[src/hw/rtl/status_led_buzzer_pattern_sequencer_macros.svh]
// Assertion macros shared by the sequencer RTL.
// Used by slbps_core and the top level; no other dependencies.
`ifndef STATUS_LED_BUZZER_PATTERN_SEQUENCER_MACROS_SVH
`define STATUS_LED_BUZZER_PATTERN_SEQUENCER_MACROS_SVH

// Same-cycle implication, disabled during reset
`define SLBPS_ASSERT_IMPLIES(lbl, clk, rst, ante, cons) \
   lbl: assert property (@(posedge clk) disable iff (rst) (ante) |-> (cons)) \
      else $error("slbps assertion failed");

// Next-cycle implication, disabled during reset
`define SLBPS_ASSERT_NEXT(lbl, clk, rst, ante, cons) \
   lbl: assert property (@(posedge clk) disable iff (rst) (ante) |=> (cons)) \
      else $error("slbps assertion failed");

`endif

[src/hw/rtl/slbps_pkg.sv]
// Types and codes for the status LED / buzzer pattern sequencer.
// No dependencies; used by the interfaces, slbps_core and the top level.
package slbps_pkg;

   // Alert pattern codes
   localparam logic [2:0] PAT_NONE      = 3'd0;
   localparam logic [2:0] PAT_STARTING  = 3'd1;
   localparam logic [2:0] PAT_STARTED   = 3'd2;
   localparam logic [2:0] PAT_OVERSPEED = 3'd3;
   localparam logic [2:0] PAT_OVERTIME  = 3'd4;
   localparam logic [2:0] PAT_LOGIN     = 3'd5;
   localparam logic [2:0] PAT_LOGOUT    = 3'd6;

   // Two-state status codes; other codes leave the output alone, except GPS in low power
   localparam logic [1:0] ST_OFF = 2'd0;
   localparam logic [1:0] ST_ON  = 2'd1;

   typedef struct packed {
      logic       action;
      logic [2:0] alert_pattern;
      logic [1:0] link_status;
      logic       sim_missing;
      logic       internet_up;
      logic [1:0] gps_fix;
      logic       low_power;
      logic [1:0] drv_login;
      logic [1:0] hiring_request;
      logic       test_hold;
   } req_type;

   typedef struct packed {
      logic       led_link;
      logic       led_gps;
      logic       led_drv;
      logic       buzzer_on;
      logic       power_out;
      logic       hiring_flag;
      logic [2:0] active_pattern;
   } rsp_type;

   // Control from the pipeline to the core
   typedef struct packed {
      logic step;
      logic csr_wr_en;
      logic csr_wr_data;
   } ctl_type;

endpackage

[src/hw/rtl/slbps_if.sv]
// Valid/ready channel interfaces for requests and results.
// Depends on slbps_pkg for the payload types.
interface slbps_req_if import slbps_pkg::*; ();
   logic    valid;
   logic    ready;
   req_type data;

   modport source (output valid, output data, input ready);
   modport sink (input valid, input data, output ready);
endinterface

interface slbps_rsp_if import slbps_pkg::*; ();
   logic    valid;
   logic    ready;
   rsp_type data;

   modport source (output valid, output data, input ready);
   modport sink (input valid, input data, output ready);
endinterface

[src/hw/rtl/slbps_core.sv]
// Sequencer state (phase counters, pattern, output levels) and next-state logic.
// Depends on slbps_pkg and the assertion macro header.
`include "status_led_buzzer_pattern_sequencer_macros.svh"

module slbps_core import slbps_pkg::*; #(
   parameter int LONG_PERIOD_MAX = 80
) (
   input  logic    clock,
   input  logic    reset,
   input  ctl_type ctl,
   input  req_type req,
   output rsp_type rsp
);

   localparam int LW = $clog2(LONG_PERIOD_MAX + 1);

   logic          buzzer_enable_ff, buzzer_enable_in;
   logic [2:0]    led_phase_ff, led_phase_in;
   logic [2:0]    buzz_phase_ff, buzz_phase_in;
   logic [LW-1:0] long_phase_ff, long_phase_in;
   logic [2:0]    long_mod7_ff, long_mod7_in;   // long_phase modulo 7
   logic [2:0]    pattern_ff, pattern_in;
   logic          lv_link_ff, lv_link_in;
   logic          lv_gps_ff, lv_gps_in;
   logic          lv_driver_ff, lv_driver_in;
   logic          lv_buzz_ff, lv_buzz_in;
   logic          lv_power_ff, lv_power_in;
   logic          lv_hire_ff, lv_hire_in;
   logic [LW:0]   long_next;
   logic          even;

   // Next state for one request
   always_comb begin
      buzzer_enable_in = ctl.csr_wr_en ? ctl.csr_wr_data : buzzer_enable_ff;
      led_phase_in     = led_phase_ff;
      buzz_phase_in    = buzz_phase_ff;
      long_phase_in    = long_phase_ff;
      long_mod7_in     = long_mod7_ff;
      pattern_in       = pattern_ff;
      lv_link_in       = lv_link_ff;
      lv_gps_in        = lv_gps_ff;
      lv_driver_in     = lv_driver_ff;
      lv_buzz_in       = lv_buzz_ff;
      lv_power_in      = lv_power_ff;
      lv_hire_in       = lv_hire_ff;
      even             = ~led_phase_ff[0];
      long_next        = {1'b0, long_phase_ff} + (LW+1)'(1);

      if (ctl.step) begin
         if (req.action) begin
            // load a new alert pattern, restart the short buzzer phase
            pattern_in    = req.alert_pattern;
            buzz_phase_in = 3'd0;
         end else begin
            // power out and hiring flag
            if (req.hiring_request == ST_OFF) begin
               lv_power_in = 1'b0;
               lv_hire_in  = 1'b0;
            end else if (req.hiring_request == ST_ON) begin
               lv_power_in = 1'b1;
               lv_hire_in  = 1'b1;
            end

            // link LED
            if (req.link_status == ST_OFF) begin
               if (req.sim_missing) begin
                  lv_link_in = (long_phase_ff == LW'(0)) || (long_phase_ff == LW'(2));
               end else if (req.internet_up) begin
                  lv_link_in = 1'b1;
               end else begin
                  lv_link_in = (long_phase_ff == LW'(0)) || (long_phase_ff == LW'(2)) ||
                               (long_phase_ff == LW'(4));
               end
            end else if (req.link_status == ST_ON) begin
               lv_link_in = even;
            end

            // GPS LED
            if (req.low_power) begin
               lv_gps_in = (req.gps_fix == ST_ON) && (led_phase_ff == 3'd1);
            end else if (req.gps_fix == ST_ON) begin
               lv_gps_in = even;
            end else if (req.gps_fix == ST_OFF) begin
               lv_gps_in = 1'b1;
            end

            // driver LED
            if (req.drv_login == ST_OFF) begin
               lv_driver_in = 1'b1;
            end else if (req.drv_login == ST_ON) begin
               lv_driver_in = even;
            end

            // buzzer pattern
            if (buzzer_enable_ff) begin
               unique case (pattern_ff)
                  PAT_NONE: begin
                     if (!req.test_hold) lv_buzz_in = 1'b0;
                  end
                  PAT_STARTING, PAT_LOGIN: begin
                     if (buzz_phase_ff <= 3'd2) begin
                        lv_buzz_in = 1'b1;
                     end else if (buzz_phase_ff == 3'd3) begin
                        lv_buzz_in = 1'b0;
                        pattern_in = PAT_NONE;
                     end
                  end
                  PAT_STARTED: begin
                     if (buzz_phase_ff <= 3'd2) begin
                        lv_buzz_in = ~buzz_phase_ff[0];
                     end else if (buzz_phase_ff == 3'd3) begin
                        lv_buzz_in = 1'b0;
                        pattern_in = PAT_NONE;
                     end
                  end
                  PAT_OVERSPEED: lv_buzz_in = (long_mod7_ff == 3'd0);
                  PAT_OVERTIME: begin
                     lv_buzz_in = ({1'b0, long_phase_ff} <= (LW+1)'(6)) && !long_phase_ff[0];
                  end
                  PAT_LOGOUT: begin
                     if (buzz_phase_ff <= 3'd4) begin
                        lv_buzz_in = ~buzz_phase_ff[0];
                     end else if (buzz_phase_ff == 3'd5) begin
                        lv_buzz_in = 1'b0;
                        pattern_in = PAT_NONE;
                     end
                  end
                  default: ;  // unused code seven: no buzzer action
               endcase
            end

            // phase counters
            led_phase_in  = led_phase_ff + 3'd1;
            buzz_phase_in = buzz_phase_ff + 3'd1;
            if (long_next > (LW+1)'(LONG_PERIOD_MAX)) begin
               long_phase_in = '0;
               long_mod7_in  = 3'd0;
            end else begin
               long_phase_in = long_next[LW-1:0];
               long_mod7_in  = (long_mod7_ff == 3'd6) ? 3'd0 : long_mod7_ff + 3'd1;
            end
         end
      end
   end

   // Result fields: levels after this request
   assign rsp.led_link       = lv_link_in;
   assign rsp.led_gps        = lv_gps_in;
   assign rsp.led_drv        = lv_driver_in;
   assign rsp.buzzer_on      = lv_buzz_in;
   assign rsp.power_out      = lv_power_in;
   assign rsp.hiring_flag    = lv_hire_in;
   assign rsp.active_pattern = pattern_in;

   // State registers
   always_ff @(posedge clock) begin
      if (reset) begin
         buzzer_enable_ff <= 1'b1;
         led_phase_ff     <= 3'd0;
         buzz_phase_ff    <= 3'd0;
         long_phase_ff    <= '0;
         long_mod7_ff     <= 3'd0;
         pattern_ff       <= PAT_NONE;
         lv_link_ff       <= 1'b1;
         lv_gps_ff        <= 1'b1;
         lv_driver_ff     <= 1'b1;
         lv_buzz_ff       <= 1'b0;
         lv_power_ff      <= 1'b0;
         lv_hire_ff       <= 1'b0;
      end else begin
         buzzer_enable_ff <= buzzer_enable_in;
         led_phase_ff     <= led_phase_in;
         buzz_phase_ff    <= buzz_phase_in;
         long_phase_ff    <= long_phase_in;
         long_mod7_ff     <= long_mod7_in;
         pattern_ff       <= pattern_in;
         lv_link_ff       <= lv_link_in;
         lv_gps_ff        <= lv_gps_in;
         lv_driver_ff     <= lv_driver_in;
         lv_buzz_ff       <= lv_buzz_in;
         lv_power_ff      <= lv_power_in;
         lv_hire_ff       <= lv_hire_in;
      end
   end

   `SLBPS_ASSERT_IMPLIES(a_long_range, clock, reset, 1'b1, long_phase_ff <= LW'(LONG_PERIOD_MAX))
   `SLBPS_ASSERT_IMPLIES(a_mod7_at_wrap, clock, reset, long_phase_ff == '0, long_mod7_ff == 3'd0)
   `SLBPS_ASSERT_NEXT(a_load_restarts, clock, reset, ctl.step && req.action, buzz_phase_ff == 3'd0)
   `SLBPS_ASSERT_NEXT(a_hire_pairs, clock, reset, 1'b1, lv_power_ff == lv_hire_ff)

endmodule

[src/hw/rtl/status_led_buzzer_pattern_sequencer.sv]
// Top level of the status LED / buzzer pattern sequencer: request register,
// result register and the sequencer core. Depends on slbps_pkg, slbps_if,
// slbps_core and the assertion macro header.
//
// Usage:
//   req_chan carries one request per valid/ready handshake: a tick (action 0)
//   that updates LEDs, buzzer, power out and hiring flag and advances the phase
//   counters, or a load (action 1) that selects a new alert pattern.
//   rsp_chan returns exactly one result per request, in order: the output
//   levels and the active pattern after that request.
//   csr_wr_en / csr_wr_data write the buzzer enable bit; write only when idle.
// Path: request register, then result register; the core state updates as
//   the result register loads.
// Throughput: one request per cycle while rsp_chan.ready is high.
// Reset: synchronous, active high. Phases and pattern clear, LEDs on, buzzer,
//   power out and hiring flag off, buzzer enable set. Both registers empty.
// Stall: if rsp_chan.ready is low the result register holds; the request
//   register still takes one more request, then req_chan.ready drops.
`include "status_led_buzzer_pattern_sequencer_macros.svh"

module status_led_buzzer_pattern_sequencer import slbps_pkg::*; #(
   parameter int LONG_PERIOD_MAX = 80
) (
   input logic         clock,
   input logic         reset,
   slbps_req_if.sink   req_chan,
   slbps_rsp_if.source rsp_chan,
   input logic         csr_wr_en,
   input logic         csr_wr_data
);

   logic    s1_valid_ff, s1_valid_in;
   req_type s1_data_ff;
   logic    out_valid_ff, out_valid_in;
   rsp_type out_data_ff;
   rsp_type core_rsp;
   ctl_type core_ctl;
   logic    s1_adv;
   logic    req_take;

   // Handshake control
   assign s1_adv            = s1_valid_ff && (!out_valid_ff || rsp_chan.ready);
   assign req_chan.ready    = !s1_valid_ff || s1_adv;
   assign req_take          = req_chan.valid && req_chan.ready;
   assign s1_valid_in       = req_take ? 1'b1 : (s1_adv ? 1'b0 : s1_valid_ff);
   assign out_valid_in      = s1_adv ? 1'b1 : (rsp_chan.ready ? 1'b0 : out_valid_ff);

   assign core_ctl.step        = s1_adv;
   assign core_ctl.csr_wr_en   = csr_wr_en;
   assign core_ctl.csr_wr_data = csr_wr_data;

   slbps_core #(
      .LONG_PERIOD_MAX(LONG_PERIOD_MAX)
   ) u_core (
      .clock (clock),
      .reset (reset),
      .ctl   (core_ctl),
      .req   (s1_data_ff),
      .rsp   (core_rsp)
   );

   // Request and result registers
   always_ff @(posedge clock) begin
      if (reset) begin
         s1_valid_ff  <= 1'b0;
         out_valid_ff <= 1'b0;
      end else begin
         s1_valid_ff  <= s1_valid_in;
         out_valid_ff <= out_valid_in;
      end
      if (req_take) s1_data_ff <= req_chan.data;
      if (s1_adv) out_data_ff <= core_rsp;
   end

   assign rsp_chan.valid = out_valid_ff;
   assign rsp_chan.data  = out_data_ff;

   `SLBPS_ASSERT_IMPLIES(a_rsp_from_step, clock, reset, $rose(out_valid_ff), $past(s1_adv))
   `SLBPS_ASSERT_IMPLIES(a_full_blocks, clock, reset, s1_valid_ff && !s1_adv, !req_chan.ready)
   `SLBPS_ASSERT_IMPLIES(a_empty_out_drains, clock, reset, s1_valid_ff && !out_valid_ff, s1_adv)

endmodule

[src/flat_wrapper.sv]
// flat-port wrapper written by rule: the top's interface ports become plain ports
module status_led_buzzer_pattern_sequencer_flat import slbps_pkg::*;
#(
   parameter int LONG_PERIOD_MAX = 80
)
  (clock, reset, csr_wr_en, csr_wr_data, req_chan_valid, req_chan_data, req_chan_ready, rsp_chan_valid, rsp_chan_data, rsp_chan_ready);
  slbps_req_if req_chan_i ();
  slbps_rsp_if rsp_chan_i ();
  input logic clock;
  input logic reset;
  input logic csr_wr_en;
  input logic csr_wr_data;
  input wire logic [$bits(req_chan_i.valid)-1:0] req_chan_valid;
  input wire logic [$bits(req_chan_i.data)-1:0] req_chan_data;
  output wire logic [$bits(req_chan_i.ready)-1:0] req_chan_ready;
  output wire logic [$bits(rsp_chan_i.valid)-1:0] rsp_chan_valid;
  output wire logic [$bits(rsp_chan_i.data)-1:0] rsp_chan_data;
  input wire logic [$bits(rsp_chan_i.ready)-1:0] rsp_chan_ready;
  assign req_chan_i.valid = req_chan_valid;
  assign req_chan_i.data = req_chan_data;
  assign req_chan_ready = req_chan_i.ready;
  assign rsp_chan_valid = rsp_chan_i.valid;
  assign rsp_chan_data = rsp_chan_i.data;
  assign rsp_chan_i.ready = rsp_chan_ready;
  status_led_buzzer_pattern_sequencer #(.LONG_PERIOD_MAX(LONG_PERIOD_MAX)) u_core (.clock(clock), .reset(reset), .req_chan(req_chan_i), .rsp_chan(rsp_chan_i), .csr_wr_en(csr_wr_en), .csr_wr_data(csr_wr_data));
endmodule
[config.mk]
export PLATFORM = sky130hd
export DESIGN_NAME = status_led_buzzer_pattern_sequencer_flat
export DESIGN_NICKNAME = d
export VERILOG_FILES = /design/src/hw/rtl/slbps_pkg.sv /design/src/hw/rtl/slbps_if.sv /design/src/hw/rtl/slbps_core.sv /design/src/hw/rtl/status_led_buzzer_pattern_sequencer.sv /design/src/flat_wrapper.sv
export VERILOG_INCLUDE_DIRS = /design/src /design/src/hw/rtl
export SDC_FILE = /design/constraint.sdc
export NUM_CORES = 1
export LEC_CHECK = 0
export ABC_AREA = 1
export BUFFER_PORTS_ARGS = -buffer_cell sky130_fd_sc_hd__buf_2
export CAP_MARGIN = 20
export CORE_MARGIN = 5
export CORE_UTILIZATION = 51
export DETAILED_ROUTE_END_ITERATION = 7
export PLACE_DENSITY = 0.76
export SETUP_SLACK_MARGIN = 0.05
export SLEW_MARGIN = 30
export SYNTH_ARGS = -nofsm -noshare
export SYNTH_HDL_FRONTEND = slang
export SYNTH_SLANG_ARGS = --single-unit
[constraint.sdc]
create_clock -name clock -period 1.7 [get_ports clock]
set_clock_uncertainty 0.2 [all_clocks]
set_input_delay 0 -clock clock [delete_from_list [all_inputs] [get_ports clock]]
set_output_delay 0 -clock clock [all_outputs]
set_load 0.005 [all_outputs]
==> impl_metrics.ini <==
[run_status]
status = finished with violations
violations = setup timing

[cts]
htree_levels = 2
cts_tree = built
numCtsBuffers = 5
clkSinkCount = 53
clk_latency_ps = 310
cts_buffer_depth = 2
cts_root_buf = clkbuf_8
clkTransAtPathRegs_ps = 100

[global_route]
grt_overflow = 0
antenna_found_initial = 0
grtUsageMet3_pct = 3.61
use_met1_pct = 21.5
grt_pass1_wl_microns = 9480
grt.met2_usage_pct = 36.6
grt_max_degree = 19
grt_pass1_vias = 2141
busiest_layer = met2
grt.total_usage_pct = 19.1

[critical_path]
critical_path.max_stage_delay_ps = 560
rr_startpoint = u_core.u_core.long_phase_ff[1]$_SDFFE_PP0P_
cp-start-kind = primary input
endpoint_kind = flip-flop
cpMaxStageDelayCell = dlygate4sd3_1
crit_arrival_ps = 1620
r2r-end = u_core.rsp_chan.data[8]$_DFFE_PP_
reg2regPathDepth = 9
worstPathRequired_ps = 1570
reg2reg_slack_ps = -30
crit_type = in -> reg
crit_top_cell = nand2_1
cp_cell_sequence = dlygate4sd3_1 -> buf_2 -> inv_2 -> nand2_2 -> nand2_4 -> nor2_8 -> inv_6 -> or2_4 -> nand2_1 -> nand2_1
cp_max_fo = 13

[sta]
period_needed_ps = 1750
worst_slack_ps = -52.1
setup_viol = 3
finalSetupTns_ps = -78.9
max_clock_freq_mhz = 571
slew_headroom_pct = 74.3
rsz0062_at_grt = true
finalHoldViolCount = 0
tightestPinTransition_ps = 385
fin_crit_sh_pct = 103
maxSlewViolCount = 0

[synth]
ys_types = 31
yosysWarnings = 0
syn-num-nets = 314
synthCells = 283
yosys-top-cells-area = edfxtp_1 (31%), dfxtp_1 (23%), nand2_1 (9.6%), inv_1 (5.6%), ha_1 (4.6%)
synthFlopType = dfxtp_1
async_flop_share_pct = 0
synth_top_area_cell = edfxtp_1
avgSynthCellArea_sq_um = 8.69
synth-seq-cells = 53
ys_seq_area_share_pct = 53.3
synth_top_area_share_pct = 30.5
synth_edf_count = 25
syn_area_sq_um = 2460

[pwr]
cellLeakagePower_nw = 1.49
powerDensity_nw_per_um2 = 728
ir_drop_uv = 703

[place]
dp_hpwl_microns = 3440
place.gp.congestion = 0.819
place.port_buffers = 32

[worst_hold_path]
min_to = u_core.s1_data_ff[8]$_DFFE_PP_
hold_start = req_chan_data[8]
hold-path-cell-count = 2
holdCritPathClass = in -> reg

[finish]
diodes = 0
fin_nets = 400
area_growth_pct = 39.2
final_layout_size_suffix_gt1_share_pct = 32.2
fill_cells = 320
final_core_util_pct = 72.9

[route]
routed_wirelength_microns = 6430
avgRoutedWirePerCell_microns = 15.2
route.detailed.drc = 0
firstDrtPassIters = 4
ant_nets = 0
vias = 2274
vias_per_cell = 5.36
drtIter0Drc = 209

[die]
die-height_microns = 79.4
ios = 33
fp.coreArea_sq_um = 4690
rows = 25
die_x_microns = 79.4
die_area_sq_um = 6310
start_util_pct = 52.4

[run]
maxCapViolations = 0
[per-layer routing]
metal / routed length (microns) / up-vias / part of all wire, %
li1: - / 1108 / -
met1: 2390 / 1081 / 37
met2: 3560 / 70 / 55
met3: 299 / 15 / 4.7
met5: 0 / - / 0
met4: 183 / 0 / 2.8
[sequential cells by signal (all words and copies together), names as in the netlist, 3 cells and up]
signal	cells
u_core.u_core.long_phase_ff	7
u_core.u_core.led_phase_ff	3
u_core.s1_data_ff	16
u_core.rsp_chan.data	9
u_core.u_core.pattern_ff	3
u_core.u_core.long_mod7_ff	3
u_core.u_core.buzz_phase_ff	3
[metrics by stage]
step	cells	cell area, sq um	setup slack, ps	hold WS, ps	power, W
floorplan	283	2490	54.2	-131	0.00158
global placement	375	2760	-7.72	-23.5	0.00165
detailed placement	375	2760	-98.3	-21.7	0.00166
CTS	415	3240	34.7	182	0.00245
global route	424	3420	-148	190	0.00260
finish	424	3420	-52.1	192	0.00249
[placed cells by master, fill, tap and decap left out, types with 2 or more instances in the layout]
master         synthesis  routed
clkinvlp_4             0       3
nor2_1                26      23
buf_6                  1       4
nor3_1                 3       2
nand4_1                6       6
nor2_2                 2       4
inv_1                 37      32
xor2_1                 2       2
inv_2                  1       3
nand3_2                0       2
ha_4                   0       6
dfxtp_1               28      23
ha_1                   9       2
a21oi_2                0       4
buf_2                  3      32
nand2_1               63      55
buf_4                  1      25
or2_1                  3       2
or2_4                  0       2
o22ai_1                3       3
nand2_4                2       6
o21ai_0               16      11
nand3_1               19      17
dlygate4sd3_1          0      23
a21oi_1               21      17
edfxtp_1              25      25
o21ai_1                1       4
nand2_2                2       7
clkbuf_8               0       5
dfxtp_4                0       2
dfxtp_2                0       3
[area by class of cell]
| type | instances | area, sq um | area share [%] |
|---|---|---|---|
| Inverter | 38 | 154 | 4.50 |
| Multi-Input combinational cell | 187 | 1160 | 33.9 |
| Clock inverter | 3 | 26.3 | 0.768 |
| Timing Repair Buffer | 84 | 623 | 18.2 |
| Clock buffer | 5 | 68.8 | 2.01 |
| Tap cell | 54 | 67.6 | 1.97 |
| Sequential cell | 53 | 1320 | 38.6 |
[cells in the mapped netlist, types with 2 or more instances]
library cell,instances
nand2_1,63
inv_1,37
dfxtp_1,28
nor2_1,26
edfxtp_1,25
a21oi_1,21
nand3_1,19
o21ai_0,16
ha_1,9
nand4_1,6
buf_2,3
nor3_1,3
o22ai_1,3
or2_1,3
nand2_2,2
nand2_4,2
nor2_2,2
xor2_1,2
[report_power, final]
| part | leakage, nW | switching (W) | internal, W | total (W) |
|---|---|---|---|---|
| logic | 0.983 | 0.000163 | 0.000157 | 0.000320 |
| registers | 0.469 | 0.0000382 | 0.00139 | 0.00143 |
| clock network | 0.0423 | 0.000444 | 0.000300 | 0.000744 |
[how the worst max path moves through the flow]
stage,from,to,depth (start not counted)
after detailed placement,u_core.u_core.long_phase_ff[1]$_SDFFE_PP0P_,u_core.u_core.long_phase_ff[1]$_SDFFE_PP0P_,10
final,rsp_chan_ready,u_core.rsp_chan.data[8]$_DFFE_PP_,10
after CTS,u_core.u_core.long_phase_ff[0]$_SDFFE_PP0P_,u_core.u_core.long_phase_ff[1]$_SDFFE_PP0P_,12
after global routing,u_core.u_core.long_phase_ff[1]$_SDFFE_PP0P_,u_core.rsp_chan.data[8]$_DFFE_PP_,9
after global placement,u_core.u_core.long_phase_ff[1]$_SDFFE_PP0P_,u_core.u_core.long_phase_ff[6]$_SDFFE_PP0P_,10
after floorplan,u_core.u_core.long_phase_ff[0]$_SDFFE_PP0P_,u_core.rsp_chan.data[5]$_DFFE_PP_,10
[worst max-delay path: cells and delay by family]
| family | cells | cell delay, ps |
|---|---|---|
| buffers and inverters | 4 | 830 |
| AND/OR/NAND/NOR | 6 | 780 |
[cells by family (layout without fill, tap and decap cells)]
| group | after synthesis | count (layout) | share of synthesized area [%] |
|---|---|---|---|
| and+or+nand+nor | 129 | 130 | 23.9 |
| DFF | 53 | 53 | 53.3 |
| AOI/OAI and AO/OA | 45 | 45 | 9.77 |
| buffers and inverters | 44 | 130 | 7.33 |
| adders and majority gates | 9 | 9 | 4.58 |
| xor gates and xnor gates | 2 | 2 | 0.713 |
| muxes | 1 | 1 | 0.407 |
[what timing repair did]
item | CTS | global route
pin swaps | 8 | 26
gates resized for setup | 21 | 37
endpoints found under the hold margin | 33 | 0
buffers inserted | 8 | 9
endpoints found under the setup margin | 15 | 26
hold buffers | 23 | 0
cloned | 1 | 0
Note: power is estimated with default switching activity, not from simulation.
